--- config.mk ---
export PLATFORM = sky130hd
export DESIGN_NAME = power_mgmt_register_block
export DESIGN_NICKNAME = d
export VERILOG_FILES = /design/src/sv/pmr_pkg.sv /design/src/sv/pmr_regfile.sv /design/src/sv/power_mgmt_register_block.sv
export SDC_FILE = /design/constraint.sdc
export NUM_CORES = 1
export LEC_CHECK = 0
export CAP_MARGIN = 30
export CORE_MARGIN = 5
export CORE_UTILIZATION = 57
export CTS_CLUSTER_DIAMETER = 200
export DETAILED_ROUTE_END_ITERATION = 8
export DONT_BUFFER_PORTS = 1
export PLACE_DENSITY = 0.76
export SLEW_MARGIN = 20
export SYNTH_ARGS = -nofsm -noshare
export SYNTH_HDL_FRONTEND = slang
export SYNTH_SLANG_ARGS = --single-unit
--- constraint.sdc ---
create_clock -name aclk -period 2.46 [get_ports aclk]
set_clock_uncertainty 0.15 [all_clocks]
set_input_delay 0.369 -clock aclk [delete_from_list [all_inputs] [get_ports aclk]]
set_output_delay 0.369 -clock aclk [all_outputs]
set_load 0.03 [all_outputs]
--- src/sv/pmr_pkg.sv ---
`timescale 1ns / 1ps
`default_nettype none
// ----------------------------------------------------------------------------
// pmr_pkg
// Shared types, register offsets and a helper function for the power
// management register block.
// ----------------------------------------------------------------------------
package pmr_pkg;

    typedef enum logic {
        OP_READ  = 1'b0,
        OP_WRITE = 1'b1
    } pmr_op_t;

    localparam int OFS_W  = 9;
    localparam int DATA_W = 24;
    localparam int DOM_W  = 23;

    localparam logic [OFS_W-1:0] OFS_RSTC  = 9'h01c;
    localparam logic [OFS_W-1:0] OFS_RSTS  = 9'h020;
    localparam logic [OFS_W-1:0] OFS_WDOG  = 9'h024;
    localparam logic [OFS_W-1:0] OFS_USB   = 9'h05c;
    localparam logic [OFS_W-1:0] OFS_IMAGE = 9'h108;
    localparam logic [OFS_W-1:0] OFS_PROC  = 9'h110;

    localparam logic [7:0]        PW_KEY         = 8'h5a;
    localparam logic [11:0]       RSTS_HALT_CODE = 12'h555;
    localparam int                RSTC_GO_BIT    = 5;

    localparam logic [DATA_W-1:0] RSTC_RESET  = 24'h000102;
    localparam logic [DATA_W-1:0] RSTS_RESET  = 24'h001000;
    localparam logic [DOM_W-1:0]  IMAGE_RESET = 23'h001000;

    localparam logic [DOM_W-1:0]  IMAGE_WRITABLE = 23'h7f11ed;
    localparam logic [DOM_W-1:0]  PROC_WRITABLE  = 23'h7f106d;

    // one bus access
    typedef struct packed {
        pmr_op_t            op;
        logic [OFS_W-1:0]   offset;
        logic [31:0]        write_data;
    } pmr_req_t;

    // result of one access
    typedef struct packed {
        logic [DATA_W-1:0]  read_data;
        logic               bad_password;
        logic               unknown_offset;
        logic               reset_request;
        logic               shutdown_request;
        logic               arm_power;
        logic               arm_power_changed;
    } pmr_rsp_t;

    // mask writable bits, then complete the power handshake at once
    function automatic logic [DOM_W-1:0] finish_domain(
        input logic [DOM_W-1:0] req,
        input logic [DOM_W-1:0] writable
    );
        logic [DOM_W-1:0] v;
        v = req & writable;
        if (v[0]) begin
            v[1] = 1'b1;               // power ok
        end
        if (v[0] && v[2] && v[3]) begin
            v[4] = 1'b1;               // memory repair done
        end
        return v;
    endfunction

endpackage
`default_nettype wire

--- src/sv/pmr_regfile.sv ---
`timescale 1ns / 1ps
`default_nettype none
// ----------------------------------------------------------------------------
// pmr_regfile
// Register state and access decode: one access is decoded and applied per
// step; the response is combinational and registered by the caller.
// ----------------------------------------------------------------------------
module pmr_regfile
    import pmr_pkg::*;
(
    input  wire logic     aclk,
    input  wire logic     aresetn,
    input  wire logic     step,
    input  wire pmr_req_t req,
    output pmr_rsp_t      rsp
);

    logic [DATA_W-1:0] reset_control_reg,  reset_control_next;
    logic [DATA_W-1:0] reset_status_reg,   reset_status_next;
    logic [DATA_W-1:0] watchdog_value_reg, watchdog_value_next;
    logic              usb_enable_reg,     usb_enable_next;
    logic [DOM_W-1:0]  image_domain_reg,   image_domain_next;
    logic [DOM_W-1:0]  proc_domain_reg,    proc_domain_next;
    logic              proc_powered_reg,   proc_powered_next;

    logic [DATA_W-1:0] wval;
    logic              pw_ok;

    assign wval  = req.write_data[DATA_W-1:0];
    assign pw_ok = (req.write_data[31:24] == PW_KEY);

    always_comb begin
        reset_control_next  = reset_control_reg;
        reset_status_next   = reset_status_reg;
        watchdog_value_next = watchdog_value_reg;
        usb_enable_next     = usb_enable_reg;
        image_domain_next   = image_domain_reg;
        proc_domain_next    = proc_domain_reg;
        proc_powered_next   = proc_powered_reg;

        rsp = '0;

        case (req.offset)
            OFS_RSTC, OFS_RSTS, OFS_WDOG, OFS_USB, OFS_IMAGE, OFS_PROC:
                rsp.unknown_offset = 1'b0;
            default:
                rsp.unknown_offset = 1'b1;
        endcase

        if (req.op == OP_READ) begin
            case (req.offset)
                OFS_RSTC:  rsp.read_data = reset_control_reg;
                OFS_RSTS:  rsp.read_data = reset_status_reg;
                OFS_WDOG:  rsp.read_data = watchdog_value_reg;
                OFS_USB:   rsp.read_data = {{(DATA_W-1){1'b0}}, usb_enable_reg};
                OFS_IMAGE: rsp.read_data = {1'b0, image_domain_reg};
                OFS_PROC:  rsp.read_data = {1'b0, proc_domain_reg};
                default:   rsp.read_data = '0;
            endcase
        end else if (!pw_ok) begin
            rsp.bad_password = 1'b1;
        end else begin
            case (req.offset)
                OFS_RSTC: begin
                    reset_control_next = wval;
                    if (wval[RSTC_GO_BIT]) begin
                        if (reset_status_reg[11:0] == RSTS_HALT_CODE) begin
                            rsp.shutdown_request = 1'b1;
                        end else begin
                            rsp.reset_request = 1'b1;
                        end
                    end
                end
                OFS_RSTS:  reset_status_next   = wval;
                OFS_WDOG:  watchdog_value_next = wval;
                OFS_USB:   usb_enable_next     = wval[0];
                OFS_IMAGE: image_domain_next   =
                               finish_domain(wval[DOM_W-1:0], IMAGE_WRITABLE);
                OFS_PROC: begin
                    proc_domain_next  = finish_domain(wval[DOM_W-1:0], PROC_WRITABLE);
                    proc_powered_next = &proc_domain_next[6:0];
                end
                default: ;
            endcase
        end

        rsp.arm_power         = proc_powered_next;
        rsp.arm_power_changed = (proc_powered_next != proc_powered_reg);
    end

    always_ff @(posedge aclk) begin
        if (!aresetn) begin
            reset_control_reg  <= RSTC_RESET;
            reset_status_reg   <= RSTS_RESET;
            watchdog_value_reg <= '0;
            usb_enable_reg     <= 1'b0;
            image_domain_reg   <= IMAGE_RESET;
            proc_domain_reg    <= '0;
            proc_powered_reg   <= 1'b0;
        end else if (step) begin
            reset_control_reg  <= reset_control_next;
            reset_status_reg   <= reset_status_next;
            watchdog_value_reg <= watchdog_value_next;
            usb_enable_reg     <= usb_enable_next;
            image_domain_reg   <= image_domain_next;
            proc_domain_reg    <= proc_domain_next;
            proc_powered_reg   <= proc_powered_next;
        end
    end

    // never both pulses on one transaction
    a_one_pulse: assert property (@(posedge aclk) disable iff (!aresetn)
        step |-> !(rsp.reset_request && rsp.shutdown_request))
        else $error("reset and shutdown requested together");

    // a rejected write leaves every register alone
    a_bad_pw_no_change: assert property (@(posedge aclk) disable iff (!aresetn)
        (step && rsp.bad_password) |=> ($stable(reset_control_reg)
            && $stable(reset_status_reg) && $stable(watchdog_value_reg)
            && $stable(usb_enable_reg) && $stable(image_domain_reg)
            && $stable(proc_domain_reg) && $stable(proc_powered_reg)))
        else $error("register changed on bad password write");

    // power-ok always follows power-up in both domains
    a_pow_ok: assert property (@(posedge aclk) disable iff (!aresetn)
        (proc_domain_reg[1] == proc_domain_reg[0])
        && (image_domain_reg[1] == image_domain_reg[0]))
        else $error("domain power-ok out of step with power-up");

    // powered level tracks the processor domain contents
    a_powered: assert property (@(posedge aclk) disable iff (!aresetn)
        proc_powered_reg == (&proc_domain_reg[6:0]))
        else $error("proc_powered disagrees with proc_domain");

endmodule
`default_nettype wire

--- src/sv/power_mgmt_register_block.sv ---
`timescale 1ns / 1ps
`default_nettype none
// ----------------------------------------------------------------------------
// power_mgmt_register_block
// Password-protected power-management registers behind a valid/ready access
// channel with one response per access.
// ----------------------------------------------------------------------------
// Each transaction on s_ is a read or write of one register with 24-bit read
// data; writes need 0x5a in write_data[31:24] or are dropped and flagged. The
// block takes one transaction per cycle while m_ready does not stall it: an
// input register holds the access, the decode and register update happen as
// it moves into the output register, where the response sits until m_ready
// takes it; a stall on m_ready backs up through both stages one slot at a
// time.
// ----------------------------------------------------------------------------
module power_mgmt_register_block
    import pmr_pkg::*;
(
    input  wire logic              aclk,
    input  wire logic              aresetn,

    input  wire logic              s_valid,
    output logic                   s_ready,
    input  wire logic              s_op,
    input  wire logic [OFS_W-1:0]  s_offset,
    input  wire logic [31:0]       s_write_data,

    output logic                   m_valid,
    input  wire logic              m_ready,
    output logic [DATA_W-1:0]      m_read_data,
    output logic                   m_bad_password,
    output logic                   m_unknown_offset,
    output logic                   m_reset_request,
    output logic                   m_shutdown_request,
    output logic                   m_arm_power,
    output logic                   m_arm_power_changed
);

    logic     in_valid_reg;
    pmr_req_t in_req_reg;
    logic     out_valid_reg;
    pmr_rsp_t out_rsp_reg;
    pmr_rsp_t rsp;
    logic     advance;
    logic     step;

    assign advance = !out_valid_reg || m_ready;
    assign step    = in_valid_reg && advance;
    assign s_ready = !in_valid_reg || advance;

    always_ff @(posedge aclk) begin
        if (!aresetn) begin
            in_valid_reg  <= 1'b0;
            out_valid_reg <= 1'b0;
        end else begin
            if (s_ready) begin
                in_valid_reg <= s_valid;
            end
            if (advance) begin
                out_valid_reg <= in_valid_reg;
            end
        end
    end

    always_ff @(posedge aclk) begin
        if (s_valid && s_ready) begin
            in_req_reg.op         <= pmr_op_t'(s_op);
            in_req_reg.offset     <= s_offset;
            in_req_reg.write_data <= s_write_data;
        end
        if (step) begin
            out_rsp_reg <= rsp;
        end
    end

    pmr_regfile u_regfile (
        .aclk    (aclk),
        .aresetn (aresetn),
        .step    (step),
        .req     (in_req_reg),
        .rsp     (rsp)
    );

    assign m_valid             = out_valid_reg;
    assign m_read_data         = out_rsp_reg.read_data;
    assign m_bad_password      = out_rsp_reg.bad_password;
    assign m_unknown_offset    = out_rsp_reg.unknown_offset;
    assign m_reset_request     = out_rsp_reg.reset_request;
    assign m_shutdown_request  = out_rsp_reg.shutdown_request;
    assign m_arm_power         = out_rsp_reg.arm_power;
    assign m_arm_power_changed = out_rsp_reg.arm_power_changed;

endmodule
`default_nettype wire
Word level (Yosys, flattened, before mapping)
Index checks and enable logic that the tools add are counted.

Shift operators: 0. Mux-type cells: 16. Bitwise operators: 0. Equality and inequality tests: 9. Multipliers: 0. $add $sub $neg: 0. Divide/modulo/power cells: 0. Reduce and logical (&&, ||, !) cells: 17. Magnitude comparators: 0.

Operators by type and width (count): $pmux W24 S6 (1); $reduce_and A4 Y1 (7); $eq A9 B6 Y1 const B (2); $eq A9 B9 Y1 const B (2); $mux W1 (15); $eq A12 B11 Y1 const B (1); $eq A9 B5 Y1 const B (1); $eq A9 B7 Y1 const B (1); $eq A8 B7 Y1 const B (1); $reduce_and A7 Y1 (1); $reduce_or A6 Y1 (1); $logic_and A1 B1 Y1 (4); $logic_not A1 Y1 (2); $logic_or A1 B1 Y1 (2); $ne A1 B1 Y1 (1).

Bits in writable memories: 0. Register bits after elaboration: 180. Logic and storage cells: 61. Output and inout port bits: 32. Bits of input ports: 46. ROM bits: 0. Memories kept: 0. Latch bits: 0.

Logic depth before layout (Yosys ltp)
Gate-level depths: netlist (run 1).

Depth in word-level cells: 11. Gate-level depth with buffers: 7. Gate-level depth less buffers: 4.

Modules after synthesis
Synthesis (run 1) repeated with hierarchy kept, for this count alone.

Cell total of the unflattened synthesis: 608. Area, all modules: 7225.7 sq um.

By module, submodules not included: pmr_regfile (times used 1, area an instance 4959.8 sq um, sequential area each 2082.0 sq um, cells an instance 527); power_mgmt_register_block (times used 1, area an instance 2265.9 sq um, sequential area each 2202.1 sq um, cells an instance 81).

Worst setup path before layout (run 1)
OpenSTA, ideal clock, no wires.

Path kind: reg-to-reg. Start point: register out_valid_reg (netlist: m_valid). End point: register u_regfile.watchdog_value_reg[19]. Setup time: 72 ps. Data arrival time: 2541 ps. Cell stages (with the launch flop): 8. Period minus slack after synthesis: 2763 ps. Path buffers: 3. Required time: 2238 ps. Path slack: -303 ps. Path through: dfxtp_1 -> nor2b_1 -> nor2b_1 -> clkbuf_1 -> and4_1 -> buf_4 -> buf_4 -> mux2i_1.

Cells in the longest elaborated chain, start to end: 4.

RTL lines: from (decl) (RTL line power_mgmt_register_block.sv:41) `logic out_valid_reg;`; from (signal assigned) (RTL line power_mgmt_register_block.sv:60) `out_valid_reg <= in_valid_reg;`; $logic_not A1 Y1 (RTL line power_mgmt_register_block.sv:47) `assign advance = !out_valid_reg || m_ready;`; $logic_or A1 B1 Y1 (RTL line power_mgmt_register_block.sv:47); $logic_and A1 B1 Y1 (RTL line power_mgmt_register_block.sv:48) `assign step = in_valid_reg && advance;`; net step (RTL line power_mgmt_register_block.sv:45) `logic step;`; $reduce_and A4 Y1 (no source line); to (signal assigned) (RTL line pmr_regfile.sv:103) `watchdog_value_reg <= watchdog_value_next;`; to (decl) (RTL line pmr_regfile.sv:20) `logic [DATA_W-1:0] watchdog_value_reg, watchdog_value_next;`.

The timed path passes the listed nets, and every way through them passes these cells. A chain may end at the register's enable or synchronous reset.

Worst setup path after layout (run 1)
Start point: register in_req_reg[38] (netlist bit). End point: register out_rsp_reg (netlist bit m_read_data[8]), data pin.

Cells in the longest elaborated chain, start to end: 2. Elaborated cells on any way between the ends: 7. Those cells by class: eq/ne (6); mux (1).

RTL lines: from (decl) (RTL line power_mgmt_register_block.sv:40) `pmr_req_t in_req_reg;`; $eq A9 B9 Y1 (tied with other cells) (RTL line pmr_regfile.sv:51) `case (req.offset)`; $pmux W24 S6 (*) (RTL line pmr_regfile.sv:51); to (signal assigned) (RTL line power_mgmt_register_block.sv:72) `out_rsp_reg <= rsp;`; to (decl) (RTL line power_mgmt_register_block.sv:42) `pmr_rsp_t out_rsp_reg;`.

Mark *: on every way between the ends. The rest lies on a longest branch, timed or not.

==> results of run 1 <==
-- Yosys cell counts (2+ instances only) --
cell type	number
a22o_1	4
edfxtp_1	72
nor3_1	6
and3_1	6
buf_6	4
nor2_1	18
o21ai_0	3
a211oi_1	2
nand2b_1	4
o211ai_1	2
nand4_1	4
nand4b_1	2
buf_2	7
or3_1	2
clkbuf_1	26
nor4bb_1	5
nand2_1	137
nand3_1	6
nand3b_1	2
a22oi_1	15
a222oi_1	9
inv_1	3
nor4_1	5
o22ai_1	2
nor3_2	2
dfxtp_1	106
mux2_2	20
nor2b_1	5
buf_4	6
mux2i_1	105
a21oi_1	15
-- area by class of cell --
cell class | count | area, um^2 | area share (%)
Clock buffer | 17 | 425 | 4.93
Timing Repair Buffer | 80 | 818 | 9.48
Clock inverter | 15 | 174 | 2.01
Sequential cell | 178 | 4280 | 49.6
Inverter | 3 | 11.3 | 0.130
Tap cell | 172 | 215 | 2.49
Multi-Input combinational cell | 392 | 2710 | 31.3
-- logic make-up (layout without fill, tap and decap cells) --
logic type / after synthesis / after routing / synth area share (%)
compound gates: 56 / 56 / 5.68
xor+xnor: 1 / 1 / 0.122
buf+inv: 47 / 115 / 3.31
flops: 178 / 178 / 59.6
mux: 125 / 125 / 17.8
simple gates: 210 / 210 / 13.5
-- routing by layer --
metal	track usage, %	up-vias
met1	30.0	2459
li1	-	2325
met4	9.52	0
met2	39.4	212
met3	7.83	43
met5	0	-
-- through the flow --
step / total power, mW / hold WS, ns / worst slack (ns) / util, %
after floorplan: 3.39 / 0.281 / 0.162 / -
after global placement: 3.42 / 0.288 / 0.0635 / 59.9
after detailed placement: 3.42 / 0.298 / 0.0848 / 60.0
after CTS: 6.24 / 0.00191 / 0.0149 / 68.9
after global routing: 6.40 / 0.0168 / 0.00113 / 69.3
final: 6.23 / 0.0215 / 0.0882 / 69.3
-- power groups by stage --
stage	Combinational (mW)	Sequential, mW	Clock, mW
finish	0.240	3.22	2.77
global route	0.255	3.23	2.92
CTS	0.229	3.22	2.79
detailed placement	0.138	3.29	0
global placement	0.134	3.28	0
floorplan	0.114	3.27	0
-- worst reg2reg max path: cells and delay by family (launching register included) --
kind | cells | cell delay [ns]
simple gates | 2 | 1.05
flops | 1 | 0.41
compound gates | 2 | 0.39
buf+inv | 1 | 0.22
-- worst max-delay path by stage --
stage	cells past startpoint	start	slack (ns)	endpoint
after floorplan	7	m_valid$_SDFFE_PN0P_	0.16	u_regfile.reset_status_reg[10]$_SDFFE_PN0P_
after global placement	5	in_req_reg[35]$_DFFE_PP_	0.06	m_read_data[12]$_SDFFCE_PP0P_
after detailed placement	4	in_req_reg[38]$_DFFE_PP_	0.08	m_read_data[12]$_SDFFCE_PP0P_
after CTS	4	in_req_reg[38]$_DFFE_PP_	0.01	m_read_data[12]$_SDFFCE_PP0P_
after global routing	5	in_req_reg[38]$_DFFE_PP_	0.001	m_read_data[19]$_SDFFCE_PP0P_
final	5	in_req_reg[38]$_DFFE_PP_	0.09	m_read_data[8]$_SDFFCE_PP0P_
-- repair_timing --
item,in CTS,in global routing
hold endpoints to repair,146,0
setup endpoints to repair,0,66
resized for setup,0,4
hold buffers,50,0
buffers inserted,0,0
==> out/metrics.csv, run 1 <==
stage,metric,value,unit
cells_and_area,n_antenna_cell,0,
clock_tree,h-tree-depth,4,
placement,place_area,7470,um^2
logic_synthesis,synth.largest_area_cell,edfxtp_1,
critical_path,crit_family,simple AND/OR/NAND/NOR gates,
logic_synthesis,synth_nets,663,
cells_and_area,nets,718,
pwr,p_clk_share,44.5,%
logic_synthesis,async_flop_share,0,%
logic_synthesis,synth_seq_cells,178,
cells_and_area,layout_commonest_cell,nand2_1,
grt,grt_usage,24.2,%
critical_path,crit_chain,"or4b_1, buf_4, nor4_1, o22ai_1, a21oi_1",
min_path,min_from,aresetn,
timing,max_freq,422,MHz
pwr,internal_power,4.77,mW
logic_synthesis,synth_edf_count,72,
status,status,"complete, no violations",
pwr,switching_share,23.5,%
clock_tree,path_clk_slew,0.07,ns
clock_tree,clock_path_buffers,2,
routing,ant_nets,0,
clock_tree,clk_latency,0.44,ns
min_path,min_path_type,in -> reg,
cells_and_area,finalInstanceArea,8630,um^2
critical_path,worst-endpoint-required,2.59,ns
min_path,min_to,u_regfile.reset_control_reg[9]$_SDFFE_PN0P_,
min_path,hold_depth,2,
critical_path,rrSetupSlack,0.09,ns
routing,vias,5039,
critical_path,cp_slowest_cell,or4b_1,
logic_synthesis,synth_area_leaders,"edfxtp_1 30%, dfxtp_1 30%, mux2i_1 15%",
timing,finalCriticalPeriod,2.37,ns
critical_path,r2r_end,m_read_data[8]$_SDFFCE_PP0P_,
floorplanning,coreArea,12500,um^2
critical_path,endpoint_kind,register,
placement,dp_cells,774,
logic_synthesis,yosysUniqueCellTypes,43,
critical_path,rr_worst_depth,5,
clock_tree,cts_tree,done,
timing,worstMarginPinSlew,0.785,ns
job,drv_cap,0,
routing,drt_pass1_iterations,5,
cells_and_area,syn2layout_area_growth,20.2,%
pwr,combPwrFrac,3.8,%
timing,fin_crit_sh,96.4,%
critical_path,crit_buf_inv,1,
critical_path,timing.rr.start,in_req_reg[38]$_DFFE_PP_,
timing,fin_setup_tns,0,ns
floorplanning,start_util,57.6,%
timing,relSlewSlack,47.6,%
routing,wl_met2,8390,um
critical_path,crit_arrival,2.50,ns
floorplanning,fp.dieW,122,um
critical_path,path_max_fanout,4,
timing,hold_viol_final,0,
routing,vias_per_cell,5.88,
cells_and_area,layout_common_cells,"137 x nand2_1, 106 x dfxtp_1, 105 x mux2i_1, 72 x edfxtp_1, 49 x dlygate4sd3_1",
floorplanning,rows,41,
pwr,seqPwrFrac,51.6,%
pwr,switchingPower,1.47,mW
placement,hpwl,10200,um
logic_synthesis,yosys.area.top_type_share,30.1,%
logic_synthesis,avgSynthCellArea,11.6,um^2
timing,rsz0062_at_grt,false,
timing,setup_violations,0,
logic_synthesis,syn_area,7180,um^2
critical_path,startpoint_type,register,
cells_and_area,layout-drive-gt1-share,13.6,%
pwr,leakagePower,3.03,nW
cells_and_area,fin_cells,857,
critical_path,crit_path_max_incr_delay,0.66,ns
pwr,ir_drop,0.000715,V
critical_path,critPathKind,reg -> reg,
grt,grt_max_degree,103,
routing,drt_iter0_drc,527,
grt,globalRouteOverflowTotal,0,
routing,wl_met3,1230,um
clock_tree,clock_sinks,178,
grt,grt_pass1_wl,27200,um
routing,top_layer,met4,
timing,drv_slew,0,
cells_and_area,n_fill_cell,867,
grt,grt_pass1_vias,5138,
routing,wl_met1,7460,um
clock_tree,cts_made_buffers,17,
placement,gp_congestion,0.938,
pwr,powerDensity,722,nW/um^2
routing,wl_per_cell,20.5,um
logic_synthesis,syn_inst,617,
placement,io_buffers,0,
routing,wl,17600,um
logic_synthesis,yosys_warnings,0,
floorplanning,die_h,122,um
floorplanning,pin_count,78,
routing,drc,0,
grt,grt_antenna_before_repair,0,
cells_and_area,largest_register_ffs,42,
clock_tree,root_buffer,clkbuf_16,
logic_synthesis,ys_seq_area_share,59.6,%
floorplanning,dieArea,15000,um^2
logic_synthesis,synthFlopType,dfxtp_1,
Note: power is estimated with default switching activity, not from simulation.
==> inputs of run 2 (changes only) <==
Settings changed: PLACE_DENSITY 0.76 to default, PLACE_DENSITY_LB_ADDON from default to 0.2.
==> run 2 against run 1 <==
  * Count of clock-buffer cells in the layout is 4 higher
  * Utilization is 1.1 points lower
  * Final cell count is 0.23% lower
  * Largest power group unchanged
==> out/metrics.csv, run 2 (synthesized netlist as in run 1, its figures left out) <==
stage,metric,value,unit,change
routing,drt_iter0_drc,414,,-21%
timing,finalWorstSetupSlack,0.138,ns,+0.0494 ns
grt,globalRouteOverflowTotal,0,,unchanged
pwr,powerDensity,695,nW/um^2,-3.7%
cells_and_area,largest_register_ffs,42,,unchanged
timing,relSlewSlack,70.3,%,+23 points
clock_tree,h-tree-depth,4,,unchanged
pwr,switching_share,21.9,%,-1.7 points
clock_tree,cts_made_buffers,17,,unchanged
pwr,seqPwrFrac,54.5,%,+2.9 points
critical_path,endpoint_kind,register,,
routing,wl,16700,um,-5.2%
timing,hold_viol_final,0,,unchanged
clock_tree,clk_latency,0.42,ns,-0.02 ns
min_path,min_path_type,in -> reg,,
cells_and_area,nets,716,,-0.28%
clock_tree,cts_tree,done,,
grt,use_met2,39.1,%,-0.34 points
timing,finalCriticalPeriod,2.32,ns,-0.0494 ns
pwr,total_power,5.91,mW,-5.2%
critical_path,path_max_fanout,8,,+4
job,drv_cap,0,,unchanged
grt,grt_pass1_vias,5103,,-0.68%
floorplanning,die_h,122,um,unchanged
cells_and_area,layout-drive-gt1-share,12.9,%,-0.69 points
routing,vias_per_cell,5.78,,-1.8%
placement,place_ws,0.00660,ns,-0.0782 ns
cells_and_area,layout_commonest_cell,nand2_1,,
floorplanning,coreArea,12500,um^2,unchanged
routing,drc,0,,unchanged
pwr,p_clk_share,41.5,%,-3.0 points
floorplanning,dieArea,15000,um^2,unchanged
critical_path,worst-endpoint-required,2.66,ns,+0.07 ns
critical_path,crit_arrival,2.52,ns,+0.02 ns
clock_tree,clock_path_buffers,2,,unchanged
grt,grt_usage,22.9,%,-1.3 points
placement,hpwl,10100,um,-1.3%
timing,setup_violations,0,,unchanged
grt,use_met1,28.2,%,-1.8 points
pwr,leakagePower,2.98,nW,-1.8%
routing,ant_nets,0,,unchanged
grt,grt_antenna_before_repair,0,,unchanged
critical_path,critPathKind,reg -> reg,,
timing,fin_crit_sh,94.4,%,-2.0 points
grt,grt_pass1_wl,26000,um,-4.2%
clock_tree,root_buffer,clkbuf_16,,
grt,top_usage_layer,met2,,
clock_tree,clock_sinks,178,,unchanged
placement,gp_congestion,0.890,,-5.1%
pwr,combPwrFrac,4.0,%,+0.2 points
floorplanning,start_util,57.6,%,unchanged
routing,drt_pass1_iterations,5,,unchanged
floorplanning,rows,41,,unchanged
pwr,ir_drop,0.000790,V,+11%
critical_path,startpoint_type,register,,
clock_tree,post_cts_buffers,0,,unchanged
grt,grt_max_degree,102,,-0.97%
cells_and_area,n_fill_cell,919,,+6.0%
cells_and_area,multiInputGateArea,2700,um^2,-0.19%
floorplanning,fp.dieW,122,um,unchanged
status,status,"complete, no violations",,
routing,vias,4939,,-2.0%
clock_tree,path_clk_slew,0.06,ns,about the same
timing,rsz0062_at_grt,false,,
pwr,switchingPower,1.29,mW,-12%
cells_and_area,syn2layout_area_growth,18.3,%,
cells_and_area,n_antenna_cell,0,,unchanged
pwr,internal_power,4.62,mW,-3.1%
timing,max_freq,431,MHz,+2.1%
grt,grtUsageMet3,5.76,%,-2.1 points
cells_and_area,layout_common_cells,"137 x nand2_1, 106 x dfxtp_1, 105 x mux2i_1, 72 x edfxtp_1, 46 x dlygate4sd3_1",,
timing,worstMarginPinSlew,0.443,ns,-0.342 ns
routing,wl_per_cell,19.5,um,-5.0%
cells_and_area,ff_latch_area,4280,um^2,unchanged
placement,io_buffers,0,,unchanged
floorplanning,pin_count,78,,unchanged
timing,holdWs,0.0151,ns,-0.00634 ns
timing,drv_slew,0,,unchanged
run 2: cell count changes in the layout (fill, tap and decap cells not counted), sizes merged:
| cell | previous run | this run |
|---|---|---|
| buf | 31 | 32 |
| clkinvlp | 3 | 4 |
| dlygate4sd3 | 49 | 46 |
| clkinv | 2 | 6 |
| inv | 11 | 3 |
| bufinv | 2 | 1 |
| clkbuf | 17 | 21 |
run 2: final cells by class:
cell class	instances	area share, %
clock buffers	21	5.18
clock inverters	11	1.07
inverters	3	0.132
multi-input cells	392	31.8
flip-flops and latches	178	50.4
well taps	172	2.53
repair buffers	78	8.92
run 2: repair_timing:
item | CTS | global route
resized for setup | 0 | 4
hold buffers | 47 | 0
hold endpoints to repair | 144 | 0
endpoints found under the setup margin | 3 | 77
cloned | 0 | 0
run 2: worst paths after layout:
| check | slack [ns] | to | startpoint | depth (start not counted) |
|---|---|---|---|---|
| min reg2reg | 0.30 | u_regfile.watchdog_value_reg[21]$_SDFFE_PN0P_ | u_regfile.watchdog_value_reg[21]$_SDFFE_PN0P_ | 2 |
| min | 0.02 | u_regfile.reset_status_reg[15]$_SDFFE_PN0P_ | aresetn | 2 |
| max | 0.14 | u_regfile.image_domain_reg[4]$_SDFFE_PN0P_ | in_req_reg[24]$_DFFE_PP_ | 6 |
| max reg2reg | 0.14 | u_regfile.image_domain_reg[4]$_SDFFE_PN0P_ | in_req_reg[24]$_DFFE_PP_ | 6 |
run 2: per-stage QoR:
step           cell area [um^2]  cells  TNS [ns]  utilization [%]
3_5_place_dp               7440    775         0             59.7
4_1_cts                    8460    854   -0.0379             67.8
5_1_grt                    8500    855         0             68.2
6_report                   8500    855         0             68.2
2_1_floorplan              7190    617         0                -
3_3_place_gp               7440    775         0             59.7
run 2: layer usage:
metal	wire length [um]	vias to the layer above
met5	0	-
li1	-	2318
met1	6910	2397
met4	375	0
met2	8330	190
met3	1050	34
run 2: power by group through the flow:
stage / Sequential [mW] / Combinational, mW / Clock (mW)
floorplan: 3.27 / 0.114 / 0
global placement: 3.28 / 0.136 / 0
detailed placement: 3.28 / 0.140 / 0
CTS: 3.22 / 0.226 / 2.49
global route: 3.22 / 0.252 / 2.62
finish: 3.22 / 0.237 / 2.45
run 2: worst max-delay path, cell delays in order, from the launching register on:
cell,delay (ns)
edfxtp_1,0.37
nor4bb_1,0.43
and3_1,0.46
buf_4,0.21
and3_1,0.18
buf_4,0.23
mux2i_1,0.21
